[src/design/mawu_pkg.sv]
package mawu_pkg;

    // Width of one sample and of one average.
    localparam int SAMPLE_W = 16;

    // Default number of samples in the averaging window.
    localparam int WINDOW_LENGTH_DEF = 16;

    // Sequencer states of the top level.
    typedef enum logic [2:0] {
        ST_IDLE,
        ST_DELTA,
        ST_SUM,
        ST_ABS,
        ST_START,
        ST_WAIT,
        ST_HOLD
    } t_state;

endpackage

[src/design/mawu_ring.sv]
module mawu_ring
    import mawu_pkg::*;
#(
    parameter int DEPTH  = WINDOW_LENGTH_DEF,
    parameter int ADDR_W = $clog2(DEPTH)
) (
    input  logic                       i_clk,
    input  logic                       i_rd_en,
    input  logic [ADDR_W-1:0]          i_rd_addr,
    output logic signed [SAMPLE_W-1:0] o_rd_data,
    input  logic                       i_wr_en,
    input  logic [ADDR_W-1:0]          i_wr_addr,
    input  logic signed [SAMPLE_W-1:0] i_wr_data
);

    // Window samples; an entry read before it has been written is ignored during warm-up.
    logic signed [SAMPLE_W-1:0] r_mem [DEPTH];
    logic signed [SAMPLE_W-1:0] r_rd_data;

    always_ff @(posedge i_clk) begin
        if (i_wr_en) begin
            r_mem[i_wr_addr] <= i_wr_data;
        end
        if (i_rd_en) begin
            r_rd_data <= r_mem[i_rd_addr];
        end
    end

    assign o_rd_data = r_rd_data;

endmodule

[config.mk]
export PLATFORM = sky130hd
export DESIGN_NAME = mawu_ring
export DESIGN_NICKNAME = d
export VERILOG_FILES = /design/src/design/mawu_pkg.sv /design/src/design/mawu_ring.sv
export SDC_FILE = /design/constraint.sdc
export NUM_CORES = 1
export LEC_CHECK = 0
export ABC_AREA = 1
export BUFFER_PORTS_ARGS = -buffer_cell sky130_fd_sc_hd__buf_2
export CORE_MARGIN = 2
export CORE_UTILIZATION = 50
export DETAILED_ROUTE_END_ITERATION = 10
export HOLD_SLACK_MARGIN = 0.1
export PLACE_DENSITY_LB_ADDON = 0.08
export SLEW_MARGIN = 10
export SYNTH_ARGS = -nofsm -noshare
export SYNTH_HDL_FRONTEND = slang
export SYNTH_SLANG_ARGS = --single-unit
[constraint.sdc]
create_clock -name i_clk -period 2.9 [get_ports i_clk]
set_clock_uncertainty 0.1 [all_clocks]
set_input_delay 0.87 -clock i_clk [delete_from_list [all_inputs] [get_ports i_clk]]
set_output_delay 0.87 -clock i_clk [all_outputs]
set_load 0.01 [all_outputs]
==> flow_summary.ini <==
[status]
run_status = finished clean

[clock_tree]
cts.sink_count = 272
cts.repair.resized = 0
clk_pin_slew_ns = 0.06
cts-root-buf = sky130_fd_sc_hd__clkbuf_16
post-cts-setup-buffer-count = 0
max-clock-path-buffers = 3
tritoncts_clock_tree = built
htree_num_levels = 1
cts_made_buffers = 28
postCtsHoldBufs = 0
insertion_delay_ns = 0.53

[synth]
synthCells = 1074
synth-seq-cells = 272
synth_area_sq_um = 11500
postSynthAreaPerCell_sq_um = 10.7
ys_warn_count = 0
yosys.cell_types.count = 12
synth_top_cell_area_share_pct = 70.8
synth_top_cells_by_area = sky130_fd_sc_hd__edfxtp_1, sky130_fd_sc_hd__nand2_1, sky130_fd_sc_hd__nand3_1, sky130_fd_sc_hd__inv_1, sky130_fd_sc_hd__buf_4
yosysSeqAreaShare_pct = 70.8
synth.most_common_cell = sky130_fd_sc_hd__nand2_1
synth.cells.most_frequent = sky130_fd_sc_hd__nand2_1, sky130_fd_sc_hd__edfxtp_1, sky130_fd_sc_hd__inv_1
synth.largest_area_cell = sky130_fd_sc_hd__edfxtp_1
post_synth_edffs = 272
postSynthNetCount = 1101
async_flop_share_pct = 0
synth_top_flop_cell = sky130_fd_sc_hd__edfxtp_1

[floorplanning]
floorplan.die_area_sq_um = 24300
placementRows = 55
design.portCount = 43
fp.dieH_um = 156
die-width_um = 156
floorplan.initialDensity_pct = 51.0
floorplan.core_area_sq_um = 22600

[finish]
synthToLayoutAreaGrowth_pct = 13.9
final_instance_area_sq_um = 13100
post_route_cells_drive_above_1_share_pct = 11.9
finalCoreUtilization_pct = 58.1
fillCellCount = 1906
finalNetCount = 1162
antenna_diode_count = 0

[critical_path]
critical_path.max_fanout = 1
worst_case_reg_to_reg_path_depth = 6
worstSetupPathType = reg -> out
critical_path_cell_count = 1
cp.required_ns = 1.93
crit_path_top_delay_cell = sky130_fd_sc_hd__edfxtp_1
setup.worst_path.start_class = register
cp_slowest_stage_delay_ns = 0.46
worstPathBufferInverterCount = 1
worst_ep_arrival_time_ns = 1.17
worstPathCellList = buf_2
path_delay_family = flip-flops
timing.critical_path.to_type = output pin

[place]
place.port_buffers = 42
placed_cell_area_sq_um = 12200
gp_congestion = 0.764
detailedPlacementHpwl_mm = 15.4

[grt]
global_route.overflow_total = 0
grt_use_total_pct = 23.2
grt_pass1_wl_mm = 42.0
grt_max_degree = 129
first_global_vias = 7002
antenna_found_initial = 0

[power]
power.ir.vdd_worst_mv = 0.478
p_total_mw = 8.57
power.density_cell_area_nw_per_um2 = 652
power_leakage_nw = 5.64

[route]
dr_total_vias = 7390
ant_nets = 0
avgRoutedWirePerCell_um = 18.9
detailedRoute.firstPassIterationCount = 5
drc_violations_left = 0
initialDrtViolationCount = 790
wl_mm = 27.3
average_vias_per_placed_instance = 5.13

[sta]
finalHoldViolCount = 0
timing_worst_slew_pin_value_ns = 0.642
relSlewSlack_pct = 57.2
final.period_utilization_pct = 73.6
final.setup.tns_ns = 0
slew_violations = 0
rsz0062_at_grt = false
finalSetupViolCount = 0
timing.final.crit_period_ns = 2.14
maxClockFrequency_mhz = 468

[hold_path]
min_delay_path_depth = 1
hold_path_class = in -> reg

[flow_run]
cap_viol_max_count = 0
==> per-stage QoR <==
step / setup WS, ns / hold slack [ns] / std cells
final: 0.764 / 0.616 / 1441
after CTS: 0.756 / 0.603 / 1441
after floorplan: 0.630 / 0.583 / 1074
after global routing: 0.734 / 0.615 / 1441
after global placement: 0.557 / 0.614 / 1390
after detailed placement: 0.525 / 0.615 / 1390
==> logic make-up (layout without fill, tap and decap cells) <==
logic type	count (synthesis)	count (layout)	share of synthesized area, %
buffers and inverters	249	331	9.09
and+or+nand+nor	553	553	20.1
DFF	272	272	70.8
==> layer usage <==
layer	vias up	wire length (um)	global-route usage [%]
met3	36	1540	3.14
met4	0	480	5.33
li1	3599	-	-
met1	3547	12800	35.9
met5	-	0	0
met2	208	12500	35.2
==> cells in the final DEF, fill, tap and decap left out <==
cell                         instances
sky130_fd_sc_hd__nand2_1           341
sky130_fd_sc_hd__edfxtp_1          272
sky130_fd_sc_hd__inv_1             196
sky130_fd_sc_hd__nand3_1           193
sky130_fd_sc_hd__buf_2              41
sky130_fd_sc_hd__buf_4              35
sky130_fd_sc_hd__clkbuf_16          29
sky130_fd_sc_hd__nor2_2             16
sky130_fd_sc_hd__clkinv_1            7
sky130_fd_sc_hd__clkbuf_1            6
sky130_fd_sc_hd__buf_12              6
sky130_fd_sc_hd__bufinv_16           4
sky130_fd_sc_hd__clkinv_2            4
sky130_fd_sc_hd__nand3b_1            2
sky130_fd_sc_hd__inv_4               1
sky130_fd_sc_hd__inv_2               1
sky130_fd_sc_hd__nor2_1              1
sky130_fd_sc_hd__clkinvlp_4          1
==> registers in the layout, indices dropped and copies added, names as in the netlist <==
name and cells:
r_mem 256, o_rd_data 16
==> area by class of cell <==
cell class / instances / area (sq um) / area share [%]
sequential: 272 / 8170 / 62.1
clock buffer: 35 / 748 / 5.69
timing repair buffer: 82 / 588 / 4.47
clock inverter: 16 / 174 / 1.32
multi-input combinational: 553 / 2360 / 18.0
tap: 285 / 357 / 2.71
inverter: 198 / 746 / 5.67
==> report_power, final <==
part	total [mW]	internal, mW	switching, mW
Clock	3.60	2.17	1.43
Combinational	0.518	0.154	0.365
Sequential	4.46	4.43	0.0266
Total	8.57	6.75	1.82
==> worst paths after layout <==
check	end	slack, ns	from
max	o_rd_data[6]	0.76	o_rd_data[6]
min	r_mem[14][11]	0.62	i_wr_data[11]
max reg2reg	o_rd_data[13]	1.71	r_mem[15][13]
min reg2reg	o_rd_data[11]	0.64	r_mem[6][11]
(Power assumes the default switching activity.)
