File: src/design/mawu_pkg.sv
package mawu_pkg;

    // Width of one sample and of one average.
    localparam int SAMPLE_W = 16;

    // Default number of samples in the averaging window.
    localparam int WINDOW_LENGTH_DEF = 16;

    // Sequencer states of the top level.
    typedef enum logic [2:0] {
        ST_IDLE,
        ST_DELTA,
        ST_SUM,
        ST_ABS,
        ST_START,
        ST_WAIT,
        ST_HOLD
    } t_state;

endpackage

File: src/design/mawu_div.sv
module mawu_div
    import mawu_pkg::*;
#(
    parameter int MAG_W = 20,
    parameter int DIV_W = 5
) (
    input  logic             i_clk,
    input  logic             i_rst_n,
    input  logic             i_start,
    input  logic [MAG_W-1:0] i_dividend,
    input  logic [DIV_W-1:0] i_divisor,
    output logic             o_done,
    output logic [MAG_W-1:0] o_quotient
);

    localparam int CNT_W = $clog2(MAG_W + 1);

    // Restoring division, one quotient bit per cycle. The dividend shifts
    // out of the top of r_q while quotient bits shift in at the bottom.
    logic             r_busy, n_busy;
    logic             r_done, n_done;
    logic [CNT_W-1:0] r_cnt, n_cnt;
    logic [MAG_W-1:0] r_q, n_q;
    logic [DIV_W-1:0] r_rem, n_rem;
    logic [DIV_W-1:0] r_dvs, n_dvs;
    logic [DIV_W:0]   trial;
    logic [DIV_W:0]   diff;

    always_comb begin
        trial  = {r_rem, r_q[MAG_W-1]};
        diff   = trial - {1'b0, r_dvs};
        n_busy = r_busy;
        n_done = 1'b0;
        n_cnt  = r_cnt;
        n_q    = r_q;
        n_rem  = r_rem;
        n_dvs  = r_dvs;
        if (i_start) begin
            n_busy = 1'b1;
            n_cnt  = CNT_W'(MAG_W);
            n_q    = i_dividend;
            n_rem  = '0;
            n_dvs  = i_divisor;
        end else if (r_busy) begin
            if (trial >= {1'b0, r_dvs}) begin
                n_rem = diff[DIV_W-1:0];
                n_q   = {r_q[MAG_W-2:0], 1'b1};
            end else begin
                n_rem = trial[DIV_W-1:0];
                n_q   = {r_q[MAG_W-2:0], 1'b0};
            end
            n_cnt = r_cnt - 1'b1;
            if (r_cnt == CNT_W'(1)) begin
                n_busy = 1'b0;
                n_done = 1'b1;
            end
        end
    end

    always_ff @(posedge i_clk) begin
        if (!i_rst_n) begin
            r_busy <= 1'b0;
            r_done <= 1'b0;
            r_cnt  <= '0;
        end else begin
            r_busy <= n_busy;
            r_done <= n_done;
            r_cnt  <= n_cnt;
        end
        r_q   <= n_q;
        r_rem <= n_rem;
        r_dvs <= n_dvs;
    end

    assign o_done     = r_done;
    assign o_quotient = r_q;

endmodule

File: config.mk
export PLATFORM = sky130hd
export DESIGN_NAME = mawu_div
export DESIGN_NICKNAME = d
export VERILOG_FILES = /design/src/design/mawu_pkg.sv /design/src/design/mawu_div.sv
export SDC_FILE = /design/constraint.sdc
export NUM_CORES = 1
export LEC_CHECK = 0
export ABC_CLOCK_PERIOD_IN_PS = 2360
export BUFFER_PORTS_ARGS = -buffer_cell sky130_fd_sc_hd__buf_2
export CAP_MARGIN = 25
export CORE_ASPECT_RATIO = 2
export CORE_MARGIN = 2
export CORE_UTILIZATION = 45
export DETAILED_ROUTE_END_ITERATION = 8
export GPL_TIMING_DRIVEN = 0
export PLACE_DENSITY = 0.81
export SKIP_LAST_GASP = 1
export SYNTH_ARGS = -nofsm -noshare
export SYNTH_HDL_FRONTEND = slang
export SYNTH_SLANG_ARGS = --single-unit
File: constraint.sdc
create_clock -name i_clk -period 2.36 [get_ports i_clk]
set_input_delay 0.118 -clock i_clk [delete_from_list [all_inputs] [get_ports i_clk]]
set_output_delay 0.118 -clock i_clk [all_outputs]
set_load 0.05 [all_outputs]
==> out/results.ini <==
[worst_setup_path]
critPathLaunch=o_quotient[19]$_DFFE_PP_
critical_path.endpoint_type=flip-flop
crit-reg2reg-launch=o_quotient[19]$_DFFE_PP_
cp_data_arrival_time_ps=2250
critical_path_peak_fanout=5
worstSetupPathType=reg -> reg
critical_path.startpoint_type=flip-flop
required_ps=2390

[global_routing]
grt_overflow_total=0
vias_in_the_first_global_route=1307
pin_count_of_the_biggest_net_entering_global_routing=21
track_usage_pct=17.2
antenna_found_initial=0
first_pass_grt_wire_length_um=5800

[clock_tree]
cts_max_path_buffers=2
cts_made_buffers=5
clkSlewWorstSetupHoldPaths_ps=70
post_cts.repair.setup_buffers=0
ctsRootBufferMaster=sky130_fd_sc_hd__clkbuf_8
h-tree-depth=2
clock_tree_from_tritoncts=yes
clkLatencyLatePin_ps=290
clock_sink_count=37

[place]
numPortBuffers=48
finalWeightedCongestion=0.860
place.detailed.hpwl_um=2730
dpl-instance-area_mm2=0.00209

[sta]
final.period_utilization_pct=94.0
rsz0062_at_grt=no
final.setup.tns_ps=0
final_hold_slack_ps=7.81
worst-slew-pin-transition_ps=804
period_minus_slack_ps=2220
final-hold-violation-count=0
max_slew_margin_pct=46.3
fin_skew_ps=8.66
achievable-frequency_mhz=451
final-max-slew-violation-count=0
finalSetupViolations=0

[synthesis]
synth_edf_count=25
synth.top_cell.area_share_pct=42.2
ys.warnings.count=0
synth.area.top_cells=sky130_fd_sc_hd__edfxtp_1, sky130_fd_sc_hd__dfxtp_1, sky130_fd_sc_hd__mux2_2, sky130_fd_sc_hd__ha_1, sky130_fd_sc_hd__xnor2_1
ys_async_sr_fraction_pct=0
synth.cell_area_mm2=0.00178
synth-seq-area-share_pct=55.7
ys_dominant_reg_cell=sky130_fd_sc_hd__edfxtp_1
syn_inst=135
ys_seq_elements=37
synthesis.area_per_instance_um2=13.2
mappedNetlistNets=171
area_leader_netlist=sky130_fd_sc_hd__edfxtp_1
yosysUniqueCellTypes=37

[floorplan]
placement_rows=32
design.die.area_mm2=0.00450
coreArea_mm2=0.00380
fp.dieW_um=48.4
pin_count=49
die_h_um=92.9
initial_utilization_pct=46.7

[route]
drc=0
num_vias=1272
detail_route.wirelength_um=3650
viasPerCell=5.19
initialDrtViolationCount=25
antenna_violating_nets_post_route=0
wl_per_cell_um=14.9
drt_pre_antenna_iters=4

[power]
power_switching_share_pct=32.2
p_int_uw=1120
power.ir.vdd_worst_mv=0.469
powerDensity_mw_per_mm2=746
pwr-share-clk_pct=25.9
power.share.sequential_pct=48.8
power.switching_uw=530
leakage_uw=0.000937
comb_power_share_pct=25.3

[run]
maxCapViolCount=0

[cells_and_area]
num-fill-cells=337
areaGrowthSynthToFinish_pct=24.1
register_area_um2=991
core_utilization_of_the_finished_layout_pct=58.0
final_nets=229
antenna_cells=0
design_area_mm2=0.00221
multi_input_comb_area_um2=739
drive_above_1_share_pct=45.9

[run_status]
outcome=finished clean

[hold_path]
worst_hold_startpoint=i_divisor[1]
holdCritPathClass=in -> reg

==> registers in the layout (all words and copies together) (netlist names) <==
name	flops
o_done	1
r_cnt	5
r_busy	1
o_quotient	20
r_dvs	5
r_rem	5
==> Yosys cell counts, drive strengths merged, types with 3 or more instances <==
cell type	instances
mux2	20
a211oi	3
dfxtp	12
nor2	6
inv	10
edfxtp	25
nand3	3
ha	7
nand2	8
nor3	3
xnor2	5
==> layout make-up <==
cell class / count / share of cell area, %
repair buffers: 51 / 12.3
clock buffers: 5 / 3.12
multi-input cells: 84 / 33.5
flip-flops and latches: 37 / 44.9
clock inverters: 3 / 0.794
plain buffers: 4 / 0.794
well taps: 51 / 2.89
inverters: 10 / 1.70
==> cells by family (layout without fill, tap and decap cells) <==
kind of cell / Yosys count / count (layout) / share of synthesized area (%)
AO/OA/AOI/OAI: 22 / 22 / 11.0
XOR/XNOR: 6 / 6 / 2.96
adder cells (fa/ha/maj): 8 / 8 / 6.05
buffers and inverters: 14 / 73 / 3.10
flip-flops: 37 / 37 / 55.7
multiplexers: 20 / 20 / 12.7
AND/OR/NAND/NOR: 28 / 28 / 8.45
==> worst max-delay path: stages (launching register included) <==
cell and delay (ps):
sky130_fd_sc_hd__edfxtp_1 430, sky130_fd_sc_hd__inv_1 80, sky130_fd_sc_hd__ha_1 160, sky130_fd_sc_hd__inv_1 50, sky130_fd_sc_hd__fa_1 430, sky130_fd_sc_hd__a211oi_2 260, sky130_fd_sc_hd__or2_4 200, sky130_fd_sc_hd__nand2_2 80
sky130_fd_sc_hd__mux2_2 280
==> worst paths after layout <==
path              slack, ps  depth (start not counted)                 endpoint
setup / recovery        140                          8  o_quotient[0]$_DFFE_PP_
hold / removal            8                          1       r_dvs[1]$_DFFE_PP_
setup reg to reg        140                          8  o_quotient[0]$_DFFE_PP_
hold reg to reg         510                          2    r_cnt[1]$_SDFFE_PP0P_
==> through the flow <==
stage / std cells / total power [uW] / worst slack (ps)
3_5_place_dp: 234 / 1230 / 115
2_1_floorplan: 135 / 1120 / 17.2
3_3_place_gp: 234 / 1220 / 125
5_1_grt: 245 / 1720 / 17.9
4_1_cts: 244 / 1660 / 91.4
6_report: 245 / 1650 / 142
==> layer usage <==
| layer | vias to the layer above | track usage, % | share of wire (%) |
|---|---|---|---|
| li1 | 617 | - | - |
| met1 | 610 | 17.5 | 37 |
| met2 | 38 | 31.8 | 56 |
| met3 | 7 | 3.39 | 4.1 |
| met4 | 0 | 10.0 | 2.0 |
| met5 | - | 0 | 0 |
==> cell usage in the layout, fill, tap and decap left out, types with 3 or more instances in the layout <==
cell type	netlist	final
sky130_fd_sc_hd__nand2_1	7	7
sky130_fd_sc_hd__xnor2_1	5	5
sky130_fd_sc_hd__buf_2	2	50
sky130_fd_sc_hd__nor2_1	6	6
sky130_fd_sc_hd__mux2_2	20	20
sky130_fd_sc_hd__edfxtp_1	25	25
sky130_fd_sc_hd__dfxtp_1	12	12
sky130_fd_sc_hd__ha_1	7	7
sky130_fd_sc_hd__nor3_1	3	3
sky130_fd_sc_hd__clkbuf_8	0	5
sky130_fd_sc_hd__inv_1	10	10
sky130_fd_sc_hd__dlygate4sd3_1	0	3
==> power by group through the flow <==
stage	registers, uW	clock network, uW	logic (uW)
floorplan	945	0	175
global route	811	461	443
global placement	816	0	407
detailed placement	817	0	409
CTS	804	439	414
finish	804	426	416
==> timing repair <==
item | in CTS | in global routing
hold endpoints to repair | 2 | 1
endpoints found under the setup margin | 0 | 1
resized for setup | 0 | 1
hold buffers | 2 | 1
No activity file was read; power rests on OpenSTA's default activity.
